File: src/rtl/core/tss_pkg.sv
package tss_pkg;

    localparam int NUM_SLOTS   = 16;
    localparam int SLOT_W      = (NUM_SLOTS > 1) ? $clog2(NUM_SLOTS) : 1;
    localparam int SLOT_FLD_W  = 4;
    localparam int SLOTX_W     = (SLOT_W > SLOT_FLD_W) ? SLOT_W : SLOT_FLD_W;
    localparam int PRIO_W      = 7;
    localparam int COUNT_W     = 8;
    localparam int QUEUE_DEPTH = 2;
    localparam int QPTR_W      = (QUEUE_DEPTH > 1) ? $clog2(QUEUE_DEPTH) : 1;
    localparam int QCNT_W      = $clog2(QUEUE_DEPTH + 1);

    localparam logic [1:0] REQ_ADD    = 2'd0;
    localparam logic [1:0] REQ_SET    = 2'd1;
    localparam logic [1:0] REQ_REMOVE = 2'd2;
    localparam logic [1:0] REQ_SCHED  = 2'd3;

    localparam logic [1:0] ST_READY = 2'd0;
    localparam logic [1:0] ST_DEAD  = 2'd3;

    localparam logic [1:0] STATUS_DONE     = 2'd0;
    localparam logic [1:0] STATUS_DEAD_ADD = 2'd1;
    localparam logic [1:0] STATUS_REFUSED  = 2'd2;

    typedef struct packed {
        logic [1:0]            req_type;
        logic [SLOT_FLD_W-1:0] slot;
        logic [PRIO_W-1:0]     priority_req;
        logic [COUNT_W-1:0]    start_count;
        logic [1:0]            task_state;
    } req_t;

    typedef struct packed {
        logic                  found;
        logic [SLOT_FLD_W-1:0] chosen_slot;
        logic                  recharged;
        logic [1:0]            status;
    } rsp_t;

    typedef enum logic [2:0] {
        OP_NONE  = 3'd0,
        OP_ADD   = 3'd1,
        OP_SET   = 3'd2,
        OP_CLEAR = 3'd3,
        OP_SCHED = 3'd4
    } op_t;

    typedef struct packed {
        op_t                op;
        logic [SLOT_W-1:0]  idx;
        logic [PRIO_W-1:0]  prio;
        logic [COUNT_W-1:0] cnt;
        logic [1:0]         st;
        logic [1:0]         status;
    } cmd_t;

endpackage

File: src/rtl/core/task_slice_scheduler.sv
// task slot table with a priority time-slice scheduler
// req channel: req_valid / req_stall / req_data (req_t), one beat per request:
//   add task, set state, remove task or schedule
// rsp channel: rsp_valid / rsp_stall / rsp_data (rsp_t), exactly one beat
//   per request, in request order
// a front stage classifies each request into a two-entry command queue;
//   the back end owns the slot table and a result register
// add, set state and remove: front register, queue entry, result register;
//   the back end retires one per cycle when idle and no rsp beat is stalled
// schedule: the back end walks the table one slot per cycle, then sets the
//   result register; when the best count is zero, a second pass recharges
//   every valid slot to priority + count/2 while it picks again
// req_stall rises when the front stage holds a command and the queue is full
// a stalled rsp beat holds; the back end takes no new command until it leaves
// reset clears the slot table, the queue and the result register
module task_slice_scheduler (
    input  logic          clk,
    input  logic          rst_n,
    input  logic          req_valid,
    output logic          req_stall,
    input  tss_pkg::req_t req_data,
    output logic          rsp_valid,
    input  logic          rsp_stall,
    output tss_pkg::rsp_t rsp_data
);

    logic          push;
    tss_pkg::cmd_t push_cmd;
    logic          q_full;
    logic          head_valid;
    tss_pkg::cmd_t head_cmd;
    logic          pop;

    tss_front u_front (
        .clk       (clk),
        .rst_n     (rst_n),
        .req_valid (req_valid),
        .req_stall (req_stall),
        .req_data  (req_data),
        .push      (push),
        .push_cmd  (push_cmd),
        .q_full    (q_full)
    );

    tss_queue u_queue (
        .clk        (clk),
        .rst_n      (rst_n),
        .push       (push),
        .push_cmd   (push_cmd),
        .q_full     (q_full),
        .head_valid (head_valid),
        .head_cmd   (head_cmd),
        .pop        (pop)
    );

    tss_back u_back (
        .clk        (clk),
        .rst_n      (rst_n),
        .head_valid (head_valid),
        .head_cmd   (head_cmd),
        .pop        (pop),
        .rsp_valid  (rsp_valid),
        .rsp_stall  (rsp_stall),
        .rsp_data   (rsp_data)
    );

endmodule

File: src/rtl/core/tss_front.sv
module tss_front (
    input  logic          clk,
    input  logic          rst_n,
    input  logic          req_valid,
    output logic          req_stall,
    input  tss_pkg::req_t req_data,
    output logic          push,
    output tss_pkg::cmd_t push_cmd,
    input  logic          q_full
);

    logic                          front_valid_reg;
    tss_pkg::cmd_t                 cmd_reg;
    tss_pkg::cmd_t                 cmd_next;
    logic [tss_pkg::SLOTX_W-1:0]   slot_x;
    logic                          in_range;
    logic                          accept;

    assign req_stall = front_valid_reg && q_full;
    assign accept    = req_valid && !req_stall;
    assign push      = front_valid_reg && !q_full;
    assign push_cmd  = cmd_reg;

    always_comb
    begin
        slot_x          = tss_pkg::SLOTX_W'(req_data.slot);
        in_range        = {1'b0, slot_x} < (tss_pkg::SLOTX_W + 1)'(tss_pkg::NUM_SLOTS);
        cmd_next.op     = tss_pkg::OP_NONE;
        cmd_next.idx    = slot_x[tss_pkg::SLOT_W-1:0];
        cmd_next.prio   = req_data.priority_req;
        cmd_next.cnt    = req_data.start_count;
        cmd_next.st     = req_data.task_state;
        cmd_next.status = tss_pkg::STATUS_DONE;
        unique case (req_data.req_type)
            tss_pkg::REQ_ADD:
            begin
                if (req_data.task_state == tss_pkg::ST_DEAD)
                begin
                    cmd_next.status = tss_pkg::STATUS_DEAD_ADD;
                end
                else if (in_range)
                begin
                    cmd_next.op = tss_pkg::OP_ADD;
                end
            end
            tss_pkg::REQ_SET:
            begin
                if (in_range)
                begin
                    cmd_next.op = tss_pkg::OP_SET;
                end
            end
            tss_pkg::REQ_REMOVE:
            begin
                // init task lives in slot 0
                if (req_data.slot == '0)
                begin
                    cmd_next.status = tss_pkg::STATUS_REFUSED;
                end
                else if (in_range)
                begin
                    cmd_next.op = tss_pkg::OP_CLEAR;
                end
            end
            tss_pkg::REQ_SCHED:
            begin
                cmd_next.op = tss_pkg::OP_SCHED;
            end
            default:
            begin
                cmd_next.op = tss_pkg::OP_NONE;
            end
        endcase
    end

    always_ff @(posedge clk or negedge rst_n)
    begin
        if (!rst_n)
        begin
            front_valid_reg <= 1'b0;
        end
        else if (accept)
        begin
            front_valid_reg <= 1'b1;
        end
        else if (push)
        begin
            front_valid_reg <= 1'b0;
        end
    end

    always_ff @(posedge clk)
    begin
        if (accept)
        begin
            cmd_reg <= cmd_next;
        end
    end

endmodule

File: src/rtl/core/tss_queue.sv
module tss_queue (
    input  logic          clk,
    input  logic          rst_n,
    input  logic          push,
    input  tss_pkg::cmd_t push_cmd,
    output logic          q_full,
    output logic          head_valid,
    output tss_pkg::cmd_t head_cmd,
    input  logic          pop
);

    tss_pkg::cmd_t                entry_reg [tss_pkg::QUEUE_DEPTH];
    logic [tss_pkg::QPTR_W-1:0]   wr_ptr_reg;
    logic [tss_pkg::QPTR_W-1:0]   rd_ptr_reg;
    logic [tss_pkg::QCNT_W-1:0]   fill_reg;
    logic                         do_pop;

    assign q_full     = fill_reg == tss_pkg::QCNT_W'(tss_pkg::QUEUE_DEPTH);
    assign head_valid = fill_reg != '0;
    assign head_cmd   = entry_reg[rd_ptr_reg];
    assign do_pop     = pop && head_valid;

    always_ff @(posedge clk or negedge rst_n)
    begin
        if (!rst_n)
        begin
            wr_ptr_reg <= '0;
            rd_ptr_reg <= '0;
            fill_reg   <= '0;
        end
        else
        begin
            if (push)
            begin
                wr_ptr_reg <= (wr_ptr_reg == tss_pkg::QPTR_W'(tss_pkg::QUEUE_DEPTH - 1))
                              ? '0 : wr_ptr_reg + 1'b1;
            end
            if (do_pop)
            begin
                rd_ptr_reg <= (rd_ptr_reg == tss_pkg::QPTR_W'(tss_pkg::QUEUE_DEPTH - 1))
                              ? '0 : rd_ptr_reg + 1'b1;
            end
            if (push && !do_pop)
            begin
                fill_reg <= fill_reg + 1'b1;
            end
            else if (do_pop && !push)
            begin
                fill_reg <= fill_reg - 1'b1;
            end
        end
    end

    always_ff @(posedge clk)
    begin
        if (push)
        begin
            entry_reg[wr_ptr_reg] <= push_cmd;
        end
    end

endmodule

File: src/rtl/core/tss_back.sv
module tss_back (
    input  logic          clk,
    input  logic          rst_n,
    input  logic          head_valid,
    input  tss_pkg::cmd_t head_cmd,
    output logic          pop,
    output logic          rsp_valid,
    input  logic          rsp_stall,
    output tss_pkg::rsp_t rsp_data
);

    typedef enum logic [1:0] {
        S_IDLE = 2'b01,
        S_SCAN = 2'b10
    } fsm_t;

    localparam logic [tss_pkg::SLOT_W-1:0] LAST_IDX = tss_pkg::SLOT_W'(tss_pkg::NUM_SLOTS - 1);

    fsm_t                          fsm_reg;
    logic                          slot_valid_reg [tss_pkg::NUM_SLOTS];
    logic [1:0]                    slot_state_reg [tss_pkg::NUM_SLOTS];
    logic [tss_pkg::PRIO_W-1:0]    slot_prio_reg  [tss_pkg::NUM_SLOTS];
    logic [tss_pkg::COUNT_W-1:0]   slot_count_reg [tss_pkg::NUM_SLOTS];

    logic [tss_pkg::SLOT_W-1:0]    idx_reg;
    logic                          pass2_reg;
    logic                          best_found_reg;
    logic [tss_pkg::SLOT_W-1:0]    best_idx_reg;
    logic [tss_pkg::COUNT_W-1:0]   best_cnt_reg;
    logic                          rsp_valid_reg;
    tss_pkg::rsp_t                 rsp_reg;

    logic                          rsp_free;
    logic                          take;
    logic [tss_pkg::COUNT_W-1:0]   rech_cnt;
    logic [tss_pkg::COUNT_W-1:0]   cur_cnt;
    logic                          cand;
    logic                          better;
    logic                          nb_found;
    logic [tss_pkg::SLOT_W-1:0]    nb_idx;
    logic [tss_pkg::COUNT_W-1:0]   nb_cnt;
    logic                          last;
    logic                          scan_end;
    logic                          start_pass2;

    assign rsp_valid = rsp_valid_reg;
    assign rsp_data  = rsp_reg;
    assign rsp_free  = !rsp_valid_reg || !rsp_stall;
    assign take      = (fsm_reg == S_IDLE) && head_valid && rsp_free;
    assign pop       = take;

    always_comb
    begin
        rech_cnt = tss_pkg::COUNT_W'({1'b0, slot_prio_reg[idx_reg]})
                 + tss_pkg::COUNT_W'(slot_count_reg[idx_reg] >> 1);
        cur_cnt  = pass2_reg ? rech_cnt : slot_count_reg[idx_reg];
        cand     = slot_valid_reg[idx_reg] && (slot_state_reg[idx_reg] == tss_pkg::ST_READY);
        better   = cand && (!best_found_reg || (cur_cnt > best_cnt_reg));
        nb_found = best_found_reg || cand;
        nb_idx   = better ? idx_reg : best_idx_reg;
        nb_cnt   = better ? cur_cnt : best_cnt_reg;
        last     = idx_reg == LAST_IDX;
        scan_end = (fsm_reg == S_SCAN) && last;
        start_pass2 = scan_end && !pass2_reg && nb_found && (nb_cnt == '0);
    end

    // slot table
    always_ff @(posedge clk or negedge rst_n)
    begin
        if (!rst_n)
        begin
            for (int i = 0; i < tss_pkg::NUM_SLOTS; i++)
            begin
                slot_valid_reg[i] <= 1'b0;
                slot_state_reg[i] <= '0;
                slot_prio_reg[i]  <= '0;
                slot_count_reg[i] <= '0;
            end
        end
        else if (take)
        begin
            case (head_cmd.op)
                tss_pkg::OP_ADD:
                begin
                    slot_valid_reg[head_cmd.idx] <= 1'b1;
                    slot_state_reg[head_cmd.idx] <= head_cmd.st;
                    slot_prio_reg[head_cmd.idx]  <= head_cmd.prio;
                    slot_count_reg[head_cmd.idx] <= head_cmd.cnt;
                end
                tss_pkg::OP_SET:
                begin
                    if (slot_valid_reg[head_cmd.idx])
                    begin
                        slot_state_reg[head_cmd.idx] <= head_cmd.st;
                    end
                end
                tss_pkg::OP_CLEAR:
                begin
                    slot_valid_reg[head_cmd.idx] <= 1'b0;
                    slot_state_reg[head_cmd.idx] <= '0;
                    slot_prio_reg[head_cmd.idx]  <= '0;
                    slot_count_reg[head_cmd.idx] <= '0;
                end
                default:
                begin
                end
            endcase
        end
        else if ((fsm_reg == S_SCAN) && pass2_reg && slot_valid_reg[idx_reg])
        begin
            // recharge pass rewrites each valid slot's count as it is visited
            slot_count_reg[idx_reg] <= rech_cnt;
        end
    end

    // scan sequencer and result register
    always_ff @(posedge clk or negedge rst_n)
    begin
        if (!rst_n)
        begin
            fsm_reg        <= S_IDLE;
            idx_reg        <= '0;
            pass2_reg      <= 1'b0;
            best_found_reg <= 1'b0;
            best_idx_reg   <= '0;
            best_cnt_reg   <= '0;
            rsp_valid_reg  <= 1'b0;
            rsp_reg        <= '0;
        end
        else
        begin
            if (rsp_valid_reg && !rsp_stall)
            begin
                rsp_valid_reg <= 1'b0;
            end
            unique case (fsm_reg)
                S_IDLE:
                begin
                    if (take)
                    begin
                        if (head_cmd.op == tss_pkg::OP_SCHED)
                        begin
                            fsm_reg        <= S_SCAN;
                            idx_reg        <= '0;
                            pass2_reg      <= 1'b0;
                            best_found_reg <= 1'b0;
                        end
                        else
                        begin
                            rsp_valid_reg       <= 1'b1;
                            rsp_reg.found       <= 1'b0;
                            rsp_reg.chosen_slot <= '0;
                            rsp_reg.recharged   <= 1'b0;
                            rsp_reg.status      <= head_cmd.status;
                        end
                    end
                end
                S_SCAN:
                begin
                    best_found_reg <= nb_found;
                    best_idx_reg   <= nb_idx;
                    best_cnt_reg   <= nb_cnt;
                    idx_reg        <= last ? '0 : idx_reg + 1'b1;
                    if (start_pass2)
                    begin
                        pass2_reg      <= 1'b1;
                        best_found_reg <= 1'b0;
                    end
                    else if (scan_end)
                    begin
                        fsm_reg             <= S_IDLE;
                        rsp_valid_reg       <= 1'b1;
                        rsp_reg.found       <= nb_found;
                        rsp_reg.chosen_slot <= nb_found ? tss_pkg::SLOT_FLD_W'(nb_idx) : '0;
                        rsp_reg.recharged   <= nb_found && pass2_reg;
                        rsp_reg.status      <= tss_pkg::STATUS_DONE;
                    end
                end
                default:
                begin
                    fsm_reg <= S_IDLE;
                end
            endcase
        end
    end

endmodule

File: config.mk
export PLATFORM = sky130hd
export DESIGN_NAME = task_slice_scheduler
export DESIGN_NICKNAME = d
export VERILOG_FILES = /design/src/rtl/core/tss_pkg.sv /design/src/rtl/core/task_slice_scheduler.sv /design/src/rtl/core/tss_front.sv /design/src/rtl/core/tss_queue.sv /design/src/rtl/core/tss_back.sv
export SDC_FILE = /design/constraint.sdc
export NUM_CORES = 1
export LEC_CHECK = 0
export BUFFER_PORTS_ARGS = -buffer_cell sky130_fd_sc_hd__buf_2
export CORE_MARGIN = 10
export CORE_UTILIZATION = 44
export CTS_BUF_LIST = sky130_fd_sc_hd__clkbuf_2 sky130_fd_sc_hd__clkbuf_4 sky130_fd_sc_hd__clkbuf_8
export DETAILED_ROUTE_END_ITERATION = 10
export GPL_ROUTABILITY_DRIVEN = 0
export SKIP_LAST_GASP = 1
export SYNTH_ARGS = -nofsm -noshare
export SYNTH_HDL_FRONTEND = slang
export SYNTH_SLANG_ARGS = --single-unit
File: constraint.sdc
create_clock -name clk -period 7.61 [get_ports clk]
set_input_delay 0.3805 -clock clk [delete_from_list [all_inputs] [get_ports clk]]
set_output_delay 0.3805 -clock clk [all_outputs]
set_load 0.1 [all_outputs]
After elaboration in Yosys (flattened, before gate mapping)
Memory sizes are Yosys's and may differ from the RTL's.
Cells that the tools add are included.
{ "op_classes": {"addsub": 6, "mul": 0, "div_mod_pow": 0, "magnitude_cmp": 5, "n_eq_ne": 20, "n_shift": 0, "mux": 80, "bitwise_logic": 11, "n_reduce_logical": 49} }
{ "op_table": {"columns": ["cell", "n"], "rows": [
  ["$bwmux 128", 2],
  ["$mux 128", 2],
  ["$pmux 128 s2", 1],
  ["$pmux 112 s2", 1],
  ["$and 128x128->128", 1],
  ["$not 128->128", 1],
  ["$and 112x112->112", 1],
  ["$bwmux 112", 1],
  ["$not 112->112", 1],
  ["$pmux 32 s3", 1],
  ["$mux 8", 10],
  ["$demux 8 s4", 2],
  ["$and 32x32->32", 1],
  ["$bmux 8 s4", 1],
  ["$bwmux 32", 1],
  ["$mux 32", 1],
  ["$not 32->32", 1],
  ["$pmux 16 s2", 1],
  ["$bmux 7 s4", 1],
  ["$demux 7 s4", 1],
  ["$mux 1", 22],
  ["$mux 2", 11],
  ["$mux 7", 3],
  ["$logic_and 1x1->1", 20],
  ["other kinds (42)", 83]
]} }
{ "word_totals": {"register_bits": 348, "latchBits": 0, "mem_bits_rw": 52, "mem_bits_ro": 0, "out_inout_bits": 10, "n_memories": 1} }
{ "memory_table": {"columns": ["name", "depth", "width", "read_ports", "rd_clocked_by_memory_dff", "write_ports", "line_no", "source"], "rows": [
  ["u_queue.entry_reg", 2, 26, 1, 0, 1, "tss_queue.sv:12", "tss_pkg::cmd_t entry_reg [tss_pkg::QUEUE_DEPTH];"]
]} }

Logic depth before layout (Yosys ltp)
{ "logic_depth": {"ltp_word": 14, "mapped_depth": 25} }

Modules after synthesis
From an unflattened synthesis, not the netlist that was laid out.
{ "hier_totals": {"cells_unflattened": 1723, "area_unflattened_um2": 19518.7} }
{ "by_module_without_submodules": {"columns": ["module", "n_inst", "cells_per_inst", "area_per_inst_um2", "seq_area_each_um2"], "rows": [
  ["tss_back", 1, 1585, 16435.8, 7933.9],
  ["tss_queue", 1, 97, 2168.3, 1661.6],
  ["tss_front", 1, 41, 914.6, 805.8]
]} }

Worst setup path before layout
No wires, ideal clock.
{ "synth_timing": {"path_kind": "reg-to-reg", "start": "reg u_back.idx_reg[0] in the netlist's numbering", "end": "reg u_back.rsp_reg, in the netlist u_back.rsp_data[2]", "setup_time_ps": 125, "arrival_ps": 6077, "t_required_ps": 7485, "setup_slack_ps": 1407, "stages_incl_launch_ff": 24, "path_buffers": 4, "period_less_slack_ps": 6203, "path_cell_list": "dfrtp_1 -> buf_2 -> buf_6 -> buf_6 -> buf_2 -> mux4_2 -> mux4_2 -> ha_1 -> fa_1 -> a21o_1 -> a21oi_1 -> o21ai_0 -> a21oi_1 -> xor2_1 -> mux2i_1 -> ha_1 -> o21ai_0 -> nor2_1 -> or3_1 -> o21ai_1 -> a21oi_4 -> mux2i_4 -> nand3_4 -> mux2_4"} }
{ "synth_via": {"elab_chain_len": 14, "elab_cells_between_ends": 35, "cone_classes": "add/sub: 1; order compare: 1; eq/ne: 3; mux: 17; bitwise: 1; reduce/logical: 12"} }
{ "synth_rtl": {"columns": ["item", "line_no", "source"], "rows": [
  ["from (decl)", "tss_back.sv:25", "logic [tss_pkg::SLOT_W-1:0] idx_reg;"],
  ["from (signal assigned)", "tss_back.sv:163", "idx_reg <= last ? '0 : idx_reg + 1'b1;"],
  ["$not 4->5 (not written as such)", null, null],
  ["$bmux 7 s4 / $bmux 8 s4 (equally long branches)", "tss_back.sv:54, tss_back.sv:55, tss_back.sv:56", null],
  ["$mux 7 (not written as such) / $mux 8 (equally long branches) (2 in a row)", "tss_back.sv:54, tss_back.sv:55, tss_back.sv:56", null],
  ["$add 7x7->8", "tss_back.sv:55", "+ tss_pkg::COUNT_W'(slot_count_reg[idx_reg] >> 1);"],
  ["$mux 8", "tss_back.sv:56", "cur_cnt = pass2_reg ? rech_cnt : slot_count_reg[idx_reg];"],
  ["$gt 8x8->1", "tss_back.sv:58", "better = cand && (!best_found_reg || (cur_cnt > best_cnt_reg));"],
  ["$logic_or 1x1->1", "tss_back.sv:58", null],
  ["$logic_and 1x1->1", "tss_back.sv:58", null],
  ["$mux 8", "tss_back.sv:61", "nb_cnt = better ? cur_cnt : best_cnt_reg;"],
  ["$logic_not 8->1", "tss_back.sv:64", "start_pass2 = scan_end && !pass2_reg && nb_found && (nb_cnt == '0);"],
  ["$logic_and 1x1->1", "tss_back.sv:64", null],
  ["$ne 2x2->1 (no line)", null, null],
  ["$reduce_and 5->1 (no line)", null, null],
  ["to (decl)", "tss_back.sv:31", "tss_pkg::rsp_t rsp_reg;"]
]} }
Several ways; a longest one is shown, not always the timed one. The select of a mux whose other input is x is not followed.
A chain may end at the register's enable or synchronous reset.

Final worst setup path
{ "layout_timing": {"start": "reg u_back.idx_reg[0] in the netlist's numbering", "end": "reg u_back.rsp_reg, in the netlist u_back.rsp_data[6]"} }
{ "layout_via": {"elab_chain_len": 14, "elab_cells_between_ends": 36, "cone_classes": "add/sub: 1; order compare: 1; eq/ne: 3; mux: 19; bitwise: 1; reduce/logical: 11"} }
{ "layout_rtl": {"columns": ["item", "line_no"], "rows": [
  ["$not 4->5 (not written as such)", null],
  ["$bmux 7 s4 / $bmux 8 s4 (equally long branches)", "tss_back.sv:54, tss_back.sv:55, tss_back.sv:56"],
  ["$mux 7 (not written as such) / $mux 8 (equally long branches) (2 in a row)", "tss_back.sv:54, tss_back.sv:55, tss_back.sv:56"],
  ["$add 7x7->8", "tss_back.sv:55"],
  ["$mux 8", "tss_back.sv:56"],
  ["$gt 8x8->1", "tss_back.sv:58"],
  ["$logic_or 1x1->1", "tss_back.sv:58"],
  ["$logic_and 1x1->1", "tss_back.sv:58"],
  ["$mux 8 / $mux 4 (equally long branches)", "tss_back.sv:61, tss_back.sv:60"],
  ["$logic_not 8->1 / $mux 4 (equally long branches)", "tss_back.sv:64, tss_back.sv:174"],
  ["$logic_and 1x1->1 / $mux 8 (equally long branches)", "tss_back.sv:64, tss_back.sv:169"],
  ["$ne 2x2->1 (no line) / $mux 8 (equally long branches)", null],
  ["$reduce_and 5->1 (no line) / $pmux 8 s2 (equally long branches)", null]
]} }
Several ways; a longest one is shown, not always the timed one. The select of a mux whose other input is x is not followed.

==> flow_summary.json <==
{
  "outcome": "finished, final reports clean",
  "nets": 1699,
  "postLayoutCoreUtil": 0.5038,
  "crit_type": "reg -> reg",
  "tightest_slew_ns": 1.389,
  "crit_fanout": 45,
  "cts_resized": 0,
  "internal-power_mw": 5.417,
  "insertion_delay_ns": 0.66,
  "maxCapViolations": 0,
  "hold_class": "in -> reg",
  "grt_pass1_wl_um": 85500,
  "cts_htree_levels": 3,
  "viasPerCell": 6.104,
  "relSlewSlack": 0.07034,
  "async_flop_share": 0.8050,
  "row_count": 76,
  "yosysUniqueCellTypes": 69,
  "critPathLaunchType": "flop",
  "power.leakage_nw": 9.217,
  "synth_edf_count": 78,
  "grt_max_degree": 130,
  "r2r_start": "u_back.idx_reg[0]",
  "p_switching_mw": 3.405,
  "cts_buffer_depth": 3,
  "gr-total-overflow": 0,
  "power.total_mw": 8.822,
  "antenna_found_initial": 1,
  "wirelength_um": 54030,
  "ant_nets": 0,
  "dp_hpwl_um": 36160,
  "ff2ff_path_depth": 22,
  "avgSynthCellArea_um2": 12.13,
  "power_frac_comb": 0.370,
  "synth_fp_nets": 1648,
  "n_fill_cell": 3790,
  "grt_pass1_vias": 14290,
  "io_buffers": 36,
  "worst_ep_required_time_ns": 8.15,
  "ioPinCount": 37,
  "yosysWarnings": 0,
  "switching_share": 0.3860,
  "vias": 13970,
  "slew_violations": 0,
  "postPlaceCellArea_mm2": 0.02006,
  "timing.rr.end": "u_back.rsp_data[6]",
  "core_area_mm2": 0.04327,
  "power_density_mw_per_mm2": 404.7,
  "first_pass_iters": 6,
  "netlist_top_cells_area": "dfrtp_1, edfxtp_1, mux2_2",
  "timing.final.crit_share": 0.8655,
  "cts_made_buffers": 72,
  "area_delta_synth_final_pct": 12.47,
  "cts-root-buf": "clkbuf_8",
  "synth_ff_type": "dfrtp_1",
  "die_x_um": 229.9,
  "setup-tns-final_ns": 0,
  "final_cell_area_mm2": 0.02180,
  "crit_path_end": "u_back.rsp_data[6]",
  "drt_iter0_markers": 1477,
  "num_antenna_cells": 0,
  "synth_top_cell_by_area": "dfrtp_1",
  "layout_common_cells": "dfrtp_1, nand2_1, mux2_2",
  "largest_register_ffs": 128,
  "fmax_ghz": 0.1518,
  "post_cts_buffers": 0,
  "power.share.clock": 0.240,
  "cts_tree": "yes",
  "wl_per_cell_um": 23.61,
  "report.final.hold_viol_count": 0,
  "end_kind": "flop",
  "ys_seq_area_frac": 0.5367,
  "holdPathStages": 2,
  "die_area_mm2": 0.05284,
  "syn_inst": 1598,
  "fin_crit_ns": 6.587,
  "final_common_cell": "dfrtp_1",
  "rsz0062_at_grt": "no",
  "clk_pin_slew_ns": 0.06,
  "clock_skew_ns": 0.03720,
  "cp-startpoint": "u_back.idx_reg[0]",
  "vdd_ir_drop_max_mv": 0.1989,
  "start_util": 0.4479,
  "ys_seq_elements": 400,
  "cts.sinks": 400,
  "drive_gt1_frac": 0.2255,
  "reg2reg_slack_ns": 1.02,
  "die_h_um": 229.9,
  "drc": 0,
  "seqPwrFrac": 0.390,
  "arrival_ns": 7.12,
  "grt.total_usage": 0.2044,
  "synthDominantCellAreaShare": 0.4145,
  "setup_viol": 0,
  "netlist_area_mm2": 0.01938
}
per-stage QoR:
stage	hold slack [ns]	setup slack, ns	instances
floorplan	0.08491	1.407	1598
global placement	0.4226	1.239	2137
detailed placement	0.4317	1.127	2137
CTS	0.02616	1.048	2288
global route	0.05851	0.6406	2288
finish	0.08094	1.023	2288
final cells by class:
cell class / instances / area (um^2) / share of cell area
timing repair buffer: 82 / 605.6 / 0.02778
multi-input combinational: 1069 / 8456 / 0.3879
tap: 585 / 732.0 / 0.03358
clock buffer: 112 / 1385 / 0.06354
sequential: 400 / 10410 / 0.4775
inverter: 24 / 90.09 / 0.004133
clock inverter: 16 / 120.1 / 0.005511
worst min-delay path by stage:
stage                    startpoint                        to  slack (ns)
2_1_floorplan                 rst_n                 async pin        0.08
3_3_place_gp   u_front.push_cmd[18]  u_queue.entry_reg[0][18]        0.42
3_5_place_dp   u_front.push_cmd[18]  u_queue.entry_reg[1][18]        0.43
4_1_cts                req_data[21]      u_front.push_cmd[23]        0.03
5_1_grt                req_data[21]      u_front.push_cmd[23]        0.06
6_report               req_data[21]      u_front.push_cmd[23]        0.08
Yosys cell counts (8+ instances only):
| cell type | number |
|---|---|
| edfxtp_1 | 78 |
| mux2_1 | 12 |
| o22ai_1 | 101 |
| nor3_1 | 14 |
| ha_1 | 22 |
| a22o_1 | 100 |
| clkbuf_1 | 70 |
| mux4_1 | 14 |
| o21ai_1 | 11 |
| o31ai_1 | 8 |
| nand2_1 | 201 |
| mux2_2 | 119 |
| dfrtp_1 | 321 |
| buf_1 | 14 |
| nand3_1 | 28 |
| inv_1 | 23 |
| a22oi_1 | 40 |
| buf_2 | 16 |
| a21oi_1 | 28 |
| o21ai_0 | 117 |
| nor2_1 | 75 |
| mux2i_1 | 30 |
| mux4_2 | 59 |
cells by family after synthesis:
family                   after synthesis  share of synthesized area
buffers and inverters                129                    0.02795
XOR/XNOR                              10                   0.004519
flip-flops                           400                     0.5367
AO/OA/AOI/OAI                        432                     0.1497
adder cells (fa/ha/maj)               23                    0.01524
multiplexers                         240                     0.1842
AND/OR/NAND/NOR                      364                    0.08167
worst max-delay path, cell delays in order, from the launching register on:
cell      delay (ns)
dfrtp_4         1.03
mux4_2          0.58
nor2b_1         0.14
a211oi_1        0.35
a21oi_1         0.14
ha_1            0.25
fa_1            0.47
a21o_1          0.22
a21oi_1         0.25
o21ai_0         0.11
a21oi_1         0.18
xor2_1          0.18
buf_4           0.26
mux2i_1         0.14
ha_1            0.32
o21ai_0         0.16
nor2_1          0.05
or3_1           0.31
o21ai_1         0.32
a21oi_4         0.11
mux2i_4         0.30
nand3_4         0.23
mux2_4          0.34
power by group through the flow:
stage                     sequential, mW  combinational, mW  clock, mW
final                               3.44               3.27       2.11
after global placement              3.44               3.15          0
after global routing                3.52               3.54       2.26
after detailed placement            3.45               3.21          0
after floorplan                     3.32               2.33          0
after CTS                           3.43               3.23       2.16
timing repair:
action,4_1_cts,5_1_grt
endpoints found under the setup margin,0,0
hold buffers,23,0
endpoints found under the hold margin,147,0
per-layer routing:
metal,wire (um),track usage
met5,0,0
met2,24710,0.3087
met4,1163,0.06393
met1,24220,0.2858
met3,3938,0.04925
No activity file was read; power rests on OpenSTA's default activity.
